[src/hdl/qmm_pkg.sv]
package qmm_pkg;

	// operation codes carried by a command beat
	typedef enum logic [2:0] {
		OP_SET_THROTTLE = 3'd0,
		OP_SET_PITCH_ROLL = 3'd1,
		OP_SET_YAW = 3'd2,
		OP_REFRESH = 3'd3,
		OP_ARM = 3'd4,
		OP_DISARM = 3'd5
	} opcode_t;

	typedef logic [6:0] pct_t;

	localparam int unsigned PCT_MAX = 100;
	// bias that turns an arithmetic shift by two into a truncating divide by four
	localparam int unsigned DIV4_BIAS = 3;

endpackage

[src/hdl/qmm_if.sv]
interface qmm_cmd_if #(
	parameter int unsigned COMMAND_BITS = 8
);
	import qmm_pkg::*;

	logic valid;
	logic ready;
	logic [2:0] opcode;
	pct_t throttle_in;
	logic signed [COMMAND_BITS-1:0] pitch_in;
	logic signed [COMMAND_BITS-1:0] roll_in;
	logic signed [COMMAND_BITS-1:0] yaw_in;

	modport source (
		output valid, opcode, throttle_in, pitch_in, roll_in, yaw_in,
		input ready
	);
	modport sink (
		input valid, opcode, throttle_in, pitch_in, roll_in, yaw_in,
		output ready
	);
endinterface

interface qmm_pwr_if;
	import qmm_pkg::*;

	logic valid;
	logic ready;
	pct_t power_front_left;
	pct_t power_front_right;
	pct_t power_rear_right;
	pct_t power_rear_left;
	logic armed_out;

	modport source (
		output valid, power_front_left, power_front_right, power_rear_right,
		power_rear_left, armed_out,
		input ready
	);
	modport sink (
		input valid, power_front_left, power_front_right, power_rear_right,
		power_rear_left, armed_out,
		output ready
	);
endinterface

[src/hdl/quad_motor_mixer_top.sv]
// a command beat accepted goes into the setpoint stage, then the output register gives its power beat
// throughput: one command beat per cycle, limited only by the sink taking power beats
// a full output register stalls the command side only when the sink holds ready low
// reset (arst_n low, asynchronous): setpoints zero, motors disarmed, both stages empty
module quad_motor_mixer_top
	import qmm_pkg::*;
#(
	parameter int unsigned COMMAND_BITS = 8
) (
	input logic clk,
	input logic arst_n,
	qmm_cmd_if.sink cmd,
	qmm_pwr_if.source pwr
);

	// mix sum of three commands needs two extra bits
	localparam int unsigned MW = COMMAND_BITS + 2;
	// motor value before desaturation, and after the shift, with headroom
	localparam int unsigned BW = (COMMAND_BITS > 8) ? COMMAND_BITS : 8;
	localparam int unsigned PW = BW + 3;

	// stage 1: setpoint state, updated as a command beat is taken
	pct_t throttle_q;
	logic signed [COMMAND_BITS-1:0] pitch_q;
	logic signed [COMMAND_BITS-1:0] roll_q;
	logic signed [COMMAND_BITS-1:0] yaw_q;
	logic armed_q;
	logic valid_s1;

	// stage 2: output register
	logic valid_s2;
	pct_t power_s2 [4];
	logic armed_s2;

	logic advance;
	logic take;

	// stage 1 moves on when the output register is empty or being drained
	assign advance = !valid_s2 || pwr.ready;
	assign cmd.ready = !valid_s1 || advance;
	assign take = cmd.valid && cmd.ready;

	always_ff @(posedge clk or negedge arst_n) begin
		if (!arst_n) begin
			throttle_q <= '0;
			pitch_q <= '0;
			roll_q <= '0;
			yaw_q <= '0;
			armed_q <= 1'b0;
			valid_s1 <= 1'b0;
		end else begin
			if (take) begin
				// unused codes fall through as a refresh
				unique case (cmd.opcode)
					OP_SET_THROTTLE: begin
						throttle_q <= cmd.throttle_in;
					end
					OP_SET_PITCH_ROLL: begin
						pitch_q <= cmd.pitch_in;
						roll_q <= cmd.roll_in;
					end
					OP_SET_YAW: begin
						yaw_q <= cmd.yaw_in;
					end
					OP_ARM: begin
						throttle_q <= '0;
						pitch_q <= '0;
						roll_q <= '0;
						yaw_q <= '0;
						armed_q <= 1'b1;
					end
					OP_DISARM: begin
						throttle_q <= '0;
						pitch_q <= '0;
						roll_q <= '0;
						yaw_q <= '0;
						armed_q <= 1'b0;
					end
					default: begin
					end
				endcase
			end
			if (take) begin
				valid_s1 <= 1'b1;
			end else if (advance) begin
				valid_s1 <= 1'b0;
			end
		end
	end

	// mixing from the setpoints as they stand after the item in stage 1
	logic signed [MW-1:0] p_x, r_x, y_x;
	logic signed [MW-1:0] mix [4];
	logic signed [MW-1:0] biased [4];
	logic signed [MW-1:0] quot [4];
	logic signed [PW-1:0] motor [4];
	logic signed [PW-1:0] hi01, hi23, lo01, lo23, hi, lo;
	logic signed [PW-1:0] shift;
	logic signed [PW-1:0] shifted [4];
	pct_t clamped [4];
	logic motors_off;

	always_comb begin
		p_x = MW'(pitch_q);
		r_x = MW'(roll_q);
		y_x = MW'(yaw_q);
		// x frame: front left, front right, rear right, rear left
		mix[0] = -p_x + r_x - y_x;
		mix[1] = -p_x - r_x + y_x;
		mix[2] = p_x - r_x - y_x;
		mix[3] = p_x + r_x + y_x;
		for (int i = 0; i < 4; i++) begin
			// truncate toward zero: bias negatives before the arithmetic shift
			biased[i] = mix[i] + (mix[i][MW-1] ? MW'(signed'(DIV4_BIAS)) : MW'(0));
			quot[i] = biased[i] >>> 2;
			motor[i] = PW'(signed'({1'b0, throttle_q})) + PW'(quot[i]);
		end

		hi01 = (motor[1] > motor[0]) ? motor[1] : motor[0];
		hi23 = (motor[3] > motor[2]) ? motor[3] : motor[2];
		lo01 = (motor[1] < motor[0]) ? motor[1] : motor[0];
		lo23 = (motor[3] < motor[2]) ? motor[3] : motor[2];
		hi = (hi23 > hi01) ? hi23 : hi01;
		lo = (lo23 < lo01) ? lo23 : lo01;

		// both ends out: clamp only; one end out: slide the set back in
		priority if (hi > PW'(PCT_MAX) && lo < 0) begin
			shift = '0;
		end else if (hi > PW'(PCT_MAX)) begin
			shift = hi - PW'(PCT_MAX);
		end else if (lo < 0) begin
			shift = lo;
		end else begin
			shift = '0;
		end

		for (int i = 0; i < 4; i++) begin
			shifted[i] = motor[i] - shift;
			if (shifted[i] < 0) begin
				clamped[i] = '0;
			end else if (shifted[i] > PW'(PCT_MAX)) begin
				clamped[i] = pct_t'(PCT_MAX);
			end else begin
				clamped[i] = shifted[i][6:0];
			end
		end

		motors_off = !armed_q || (throttle_q == '0);
	end

	always_ff @(posedge clk or negedge arst_n) begin
		if (!arst_n) begin
			valid_s2 <= 1'b0;
		end else if (advance) begin
			valid_s2 <= valid_s1;
		end
	end

	// payload of the output register needs no reset
	always_ff @(posedge clk) begin
		if (advance && valid_s1) begin
			for (int i = 0; i < 4; i++) begin
				power_s2[i] <= motors_off ? pct_t'(0) : clamped[i];
			end
			armed_s2 <= armed_q;
		end
	end

	assign pwr.valid = valid_s2;
	assign pwr.power_front_left = power_s2[0];
	assign pwr.power_front_right = power_s2[1];
	assign pwr.power_rear_right = power_s2[2];
	assign pwr.power_rear_left = power_s2[3];
	assign pwr.armed_out = armed_s2;

endmodule

[src/flat_wrapper.sv]
// flat-port wrapper written by rule: the top's interface ports become plain ports
module quad_motor_mixer_top_flat import qmm_pkg::*;
#(
	parameter int unsigned COMMAND_BITS = 8
)
  (clk, arst_n, cmd_valid, cmd_opcode, cmd_throttle_in, cmd_pitch_in, cmd_roll_in, cmd_yaw_in, cmd_ready, pwr_valid, pwr_power_front_left, pwr_power_front_right, pwr_power_rear_right, pwr_power_rear_left, pwr_armed_out, pwr_ready);
  qmm_cmd_if #(.COMMAND_BITS(COMMAND_BITS)) cmd_i ();
  qmm_pwr_if pwr_i ();
  input logic clk;
  input logic arst_n;
  input wire logic [$bits(cmd_i.valid)-1:0] cmd_valid;
  input wire logic [$bits(cmd_i.opcode)-1:0] cmd_opcode;
  input wire logic [$bits(cmd_i.throttle_in)-1:0] cmd_throttle_in;
  input wire logic [$bits(cmd_i.pitch_in)-1:0] cmd_pitch_in;
  input wire logic [$bits(cmd_i.roll_in)-1:0] cmd_roll_in;
  input wire logic [$bits(cmd_i.yaw_in)-1:0] cmd_yaw_in;
  output wire logic [$bits(cmd_i.ready)-1:0] cmd_ready;
  output wire logic [$bits(pwr_i.valid)-1:0] pwr_valid;
  output wire logic [$bits(pwr_i.power_front_left)-1:0] pwr_power_front_left;
  output wire logic [$bits(pwr_i.power_front_right)-1:0] pwr_power_front_right;
  output wire logic [$bits(pwr_i.power_rear_right)-1:0] pwr_power_rear_right;
  output wire logic [$bits(pwr_i.power_rear_left)-1:0] pwr_power_rear_left;
  output wire logic [$bits(pwr_i.armed_out)-1:0] pwr_armed_out;
  input wire logic [$bits(pwr_i.ready)-1:0] pwr_ready;
  assign cmd_i.valid = cmd_valid;
  assign cmd_i.opcode = cmd_opcode;
  assign cmd_i.throttle_in = cmd_throttle_in;
  assign cmd_i.pitch_in = cmd_pitch_in;
  assign cmd_i.roll_in = cmd_roll_in;
  assign cmd_i.yaw_in = cmd_yaw_in;
  assign cmd_ready = cmd_i.ready;
  assign pwr_valid = pwr_i.valid;
  assign pwr_power_front_left = pwr_i.power_front_left;
  assign pwr_power_front_right = pwr_i.power_front_right;
  assign pwr_power_rear_right = pwr_i.power_rear_right;
  assign pwr_power_rear_left = pwr_i.power_rear_left;
  assign pwr_armed_out = pwr_i.armed_out;
  assign pwr_i.ready = pwr_ready;
  quad_motor_mixer_top #(.COMMAND_BITS(COMMAND_BITS)) u_core (.clk(clk), .arst_n(arst_n), .cmd(cmd_i), .pwr(pwr_i));
endmodule
[config.mk]
export PLATFORM = sky130hd
export DESIGN_NAME = quad_motor_mixer_top_flat
export DESIGN_NICKNAME = d
export VERILOG_FILES = /design/src/hdl/qmm_pkg.sv /design/src/hdl/qmm_if.sv /design/src/hdl/quad_motor_mixer_top.sv /design/src/flat_wrapper.sv
export SDC_FILE = /design/constraint.sdc
export NUM_CORES = 1
export LEC_CHECK = 0
export CAP_MARGIN = 20
export CORE_MARGIN = 2
export CORE_UTILIZATION = 60
export CTS_CLUSTER_DIAMETER = 100
export DETAILED_ROUTE_END_ITERATION = 16
export DONT_BUFFER_PORTS = 1
export PLACE_DENSITY_LB_ADDON = 0.1
export SLEW_MARGIN = 10
export SYNTH_ARGS = -nofsm -noshare
export SYNTH_HDL_FRONTEND = slang
export SYNTH_SLANG_ARGS = --single-unit
[constraint.sdc]
create_clock -name clk -period 16.7 [get_ports clk]
set_input_delay 3.34 -clock clk [delete_from_list [all_inputs] [get_ports clk]]
set_output_delay 3.34 -clock clk [all_outputs]
set_load 0.02 [all_outputs]
---- After elaboration in Yosys (flattened, before gate mapping) ----
Memories as Yosys holds them, arrays and structs flattened.
Cells that the tools add are included.
word-level totals
  RAM bits ................................ 28
  output and inout bits ................... 31
  memories ................................ 1
  register bits after elaboration ......... 35
memory list
  name             words  width  read ports  clocked after Yosys merged registers in  write ports  RTL line                    source
  u_core.power_s2  4      7      4           0                                        4            quad_motor_mixer_top.sv:32  pct_t power_s2 [4];
cells by class
  muxes and demuxes ....................... 34
  add/subtract/negate cells ............... 22
  eq/ne operators ......................... 4
  order comparisons ....................... 16
  reduce and logical (&&, ||, !) cells .... 21
operators by type and width
  kind                                                            count
  2-to-1 mux 11 bit                                               9
  2-to-1 mux 7 bit                                                12
  greater-than comparator 11 x 7 -> 1 bit, second input constant  5
  < comparator 11 x 1 -> 1 bit, second input constant             5
  one-hot mux 8 bit (2 select lines)                              3
  adder 8 x 8 -> 9 bit                                            5
  subtractor 9 x 11 -> 11 bit                                     4
  adder 10 x 3 -> 10 bit                                          4
  adder 10 x 8 -> 10 bit                                          2
  subtractor 10 x 8 -> 10 bit                                     2
  greater-than comparator 9 bit                                   2
  < comparator 9 bit                                              2
  one-hot mux 7 bit (2 select lines)                              1
  greater-than comparator 11 bit                                  1
  < comparator 11 bit                                             1
  subtractor 11 x 7 -> 11 bit, second input constant              1
  adder 9 x 8 -> 10 bit                                           1
  negation 8 -> 10 bit                                            1
  nonzero test 2 bit                                              5
  subtractor 9 x 8 -> 10 bit                                      1
  subtractor 8 x 8 -> 9 bit                                       1
  2-to-1 mux 2 bit                                                4
  AND reduction 2 bit                                             4
  logical NOT 7 bit                                               1
  other kinds (10)                                                20

---- Logic depth before layout (Yosys ltp) ----
  depth in word-level cells ............... 19
  depth in mapped cells ................... 70
  depth with buffers taken out ............ 69

---- Least setup slack after synthesis ----
Ideal clock, no wire load.
  kind .................................... register to register
  from .................................... register u_core.pitch_q[3]
  to ...................................... memory u_core.power_s2[0][1] (netlist name) (data pin)
  stages on the path, launching flop included .. 60
  arrival ................................. 13.168 ns
  setup time .............................. 0.169 ns
  period minus slack after synthesis ...... 13.338 ns
  slack ................................... 3.362 ns
  required time ........................... 16.531 ns
  cells stage by stage .................... dfrtp_1 > nor4_4 > nand2_1 > xor2_1 > fa_1 > ha_1 > or3_1 > a211oi_1 > nor3_1 > or2_2 > or3_1 > nor2_1 > nand2_1 > xnor2_1 > ha_1 > a21oi_1 > o21ai_0 > a21o_1 > (+24 left out) > a211oi_1 > o21ai_0 > nand2_1 > nand2_1 > o31a_1 > ha_1 > clkbuf_1 > nor2b_1 > o21ai_0 > nand2b_1 > a21o_1 > a21o_1 > a21o_1 > a21o_1 > o31a_1 > a311o_1 > nor4b_4 > nor4b_2
RTL lines
  what                    RTL line                    source
  start, declared         quad_motor_mixer_top.sv:24  logic signed [COMMAND_BITS-1:0] pitch_q;
  start signal, assigned  quad_motor_mixer_top.sv:59  pitch_q <= cmd.pitch_in;
  end, declared           quad_motor_mixer_top.sv:32

==> qor.csv <==
stage,metric,value,unit
clocking,# Post-CTS Setup Buffers,0,
synth,Synth Area in Adders,25.0,%
sta,RSZ-0062 raised after global routing,no,
placed_design,# port buffers,0,
detailed_routing,Post-Route WL,30000,µm
clocking,hold_buf cts,0,
clocking,Clock Latency Late Sink,0.35,ns
finish,nets,1527,
detailed_routing,DRC violations left,0,
floorplan,Die Y,139,µm
sta,Final period util,91.4,%
sta,final setup TNS,0,ns
finish,# diodes,0,
run,maxcap violations,0,
detailed_routing,antenna-violating nets left,0,
synth,most frequent cell after synthesis,ha_1,
sta,clock period minus worst slack,15.26,ns
clocking,CTS tree,yes,
worst_setup_path,CP max stage delay,0.74,ns
clocking,clk slew on worst S/H paths,0.06,ns
worst_setup_path,Setup Crit Path Kind,flop to flop,
grt,first-pass GRT wire length,48000,µm
synth,#FFs+latches synth,63,
worst_setup_path,required time worst endpoint,16.87,ns
floorplan,Initial Util,60.9,%
status,outcome,finished clean,
synth,"top cells by count, synth","ha_1 (147), inv_1 (113), nand2_1 (111)",
synth,"top cells by area, synth","ha_1 (17%), edfxtp_1 (8.0%), fa_1 (7.9%)",
synth,leading area contributor after synthesis,ha_1,
synth,simple-gate share of the synthesized area,18.8,%
synth,top-area cell type share of the netlist area,16.9,%
synth,"Distinct cells, synth",96,
clocking,Num CTS Buffers,9,
clocking,clock sink total,63,
synth,Yosys Warn Count,0,
worst_setup_path,Worst setup EP type,flop,
worst_setup_path,CP Data Arrival Time,15.43,ns
clocking,H-tree levels,3,
synth,syn_area_per_cell,8.41,µm²
finish,share of cells above drive strength 1,5.37,%
clocking,Post-CTS Resized,0,
synth,Async SR Flop Fraction,54.0,%
floorplan,core area,17900,µm²
synth,ys flop type,dfrtp_1,
grt,Total GRT Usage,31.2,%
finish,area grow syn2layout,5.56,%
synth,main combinational cell family by area after synthesis,adder cells,
sta,clock skew,0.00741,ns
synth,mapped cell area,10900,µm²
detailed_routing,vias,9554,
floorplan,Site Rows,49,
grt,largest net degree at the start of global routing,35,
grt,initial antenna violation count,0,
grt,Overflow after GRT,0,
worst_setup_path,CP Launch Type,flop,
sta,Final Hold Vio Count,0,
synth,Synth Area in Compound Gates,24.4,%
worst_setup_path,crit-path leading delay family,compound AO/OA/AOI/OAI gates,
worst_setup_path,Worst Path Buf+Inv,7,
worst_setup_path,"most used cell, CP",o21a_1,
synth,Post-Synth XOR/XNOR Area,8.98,%
synth,synthesized instance count,1296,
finish,Finished Layout Cells,1533,
worst_setup_path,slowest CP cell,o21ai_1,
synth,sequential element share of the synthesized area,15.8,%
worst_setup_path,crit-path max FO,16,
detailed_routing,Via density,6.23,
worst_hold_path,HP Class,flop to flop,
floorplan,Die X,139,µm
sta,worst relative slew slack,26.1,%
sta,Final setup viols,0,
placed_design,detailed placer's ending HPWL,25000,µm
clocking,Longest Clk Path Bufs,2,
detailed_routing,drt wl/cell,19.6,µm
placed_design,GPL Wtd Cong,0.989,
floorplan,Ports,69,
detailed_routing,initial DRC count,538,
sta,count of pins over their slew limit,0,
floorplan,Die Area,19300,µm²
synth,number of enable flip-flop cells after synthesis,29,
synth,syn_nets,1524,
synth,mux contribution to synthesized area,2.48,%
detailed_routing,Initial DRT Pass Iterations,5,
grt,vias in the first global route,9337,
placed_design,Cells after DPL,1516,
sta,Worst Max-Slew Pin Slew,1.10,ns
clocking,CTS root buffer,clkbuf_16,
sta,Highest Clock Rate,0.0655,GHz
## through the flow
stage                     util, %  hold WS [ns]  setup WS (ns)  cell area, µm²
after floorplan                 -         0.440           3.36           10900
after global placement       62.4         0.465           2.08           11200
after detailed placement     62.4         0.486           1.70           11200
after CTS                    64.2         0.494           1.61           11500
after global routing         64.3         0.524          0.225           11500
final                        64.3         0.495           1.44           11500
## worst paths after layout
check	from	to	slack, ns	cells past startpoint
setup / recovery	u_core.pitch_q[1]$_DFFE_PN0P_	u_core.power_s2[0][1]$_SDFFCE_PP0P_	1.44	66
hold / removal	u_core.valid_s1$_DFFE_PN0P_	u_core.pwr.valid$_DFFE_PN0P_	0.49	1
setup reg to reg	u_core.pitch_q[1]$_DFFE_PN0P_	u_core.power_s2[0][1]$_SDFFCE_PP0P_	1.44	66
hold reg to reg	u_core.valid_s1$_DFFE_PN0P_	u_core.pwr.valid$_DFFE_PN0P_	0.49	1
max in group asynchronous	arst_n	u_core.throttle_q[1]$_DFFE_PN0P_	13.94	0
min in group asynchronous	arst_n	u_core.pitch_q[5]$_DFFE_PN0P_	2.68	0
## layout by cell type, fill, tap and decap left out, drive strengths merged, types with 6 or more instances in the layout
master and count:
edfxtp 29, a21o 44, clkbuf 12, or4 6, nand2 111, nor3b 6, o31a 9, a21oi 78
buf 8, nand2b 16, ha 147, xnor2 66, or3 14, nor2b 17, nor4 6, o31ai 6
o21ai 87, nand4 12, xor2 39, a211oi 15, or2 9, and3 10, nor3 31, a21boi 13
and2 17, fa 43, o21a 32, dfrtp 34, o211ai 10, nand3 19, nor4b 8, a22o 10
nor2 92, a31oi 11, nand3b 7, o21bai 16, mux2i 21, inv 116
## per-layer routing
metal / share of wire, % / GRT usage [%] / wire length [µm]
met1: 42 / 37.6 / 12800
met2: 48 / 54.2 / 14300
met4: 5.9 / 17.5 / 1780
met5: 0 / 0 / 0
met3: 3.9 / 3.52 / 1180
## layout make-up
| class | count | area (µm²) |
|---|---|---|
| multi-input cells | 1102 | 8680 |
| fillers | 1583 | 6390 |
| flip-flops and latches | 63 | 1720 |
| inverters | 115 | 434 |
| well taps | 229 | 287 |
| clock buffers | 12 | 268 |
| repair buffers | 8 | 67.6 |
| clock inverters | 4 | 50.0 |
## sequential cells by signal (all words and copies together) (netlist names)
name,count
u_core.armed_q,1
u_core.pitch_q,8
u_core.power_s2,28
u_core.pwr.armed_out,1
u_core.pwr.valid,1
u_core.roll_q,8
u_core.throttle_q,7
u_core.valid_s1,1
u_core.yaw_q,8
## kinds of logic (layout without fill, tap and decap cells)
group           after synthesis  in the layout
simple gates                393            393
compound gates              384            384
fa+ha+maj                   192            192
buf+inv                     131            139
xor+xnor                    107            107
flops                        63             63
mux                          26             26
Power is not shown: default switching activity piles up to over one toggle a cycle in this logic, so the estimate is an artifact.
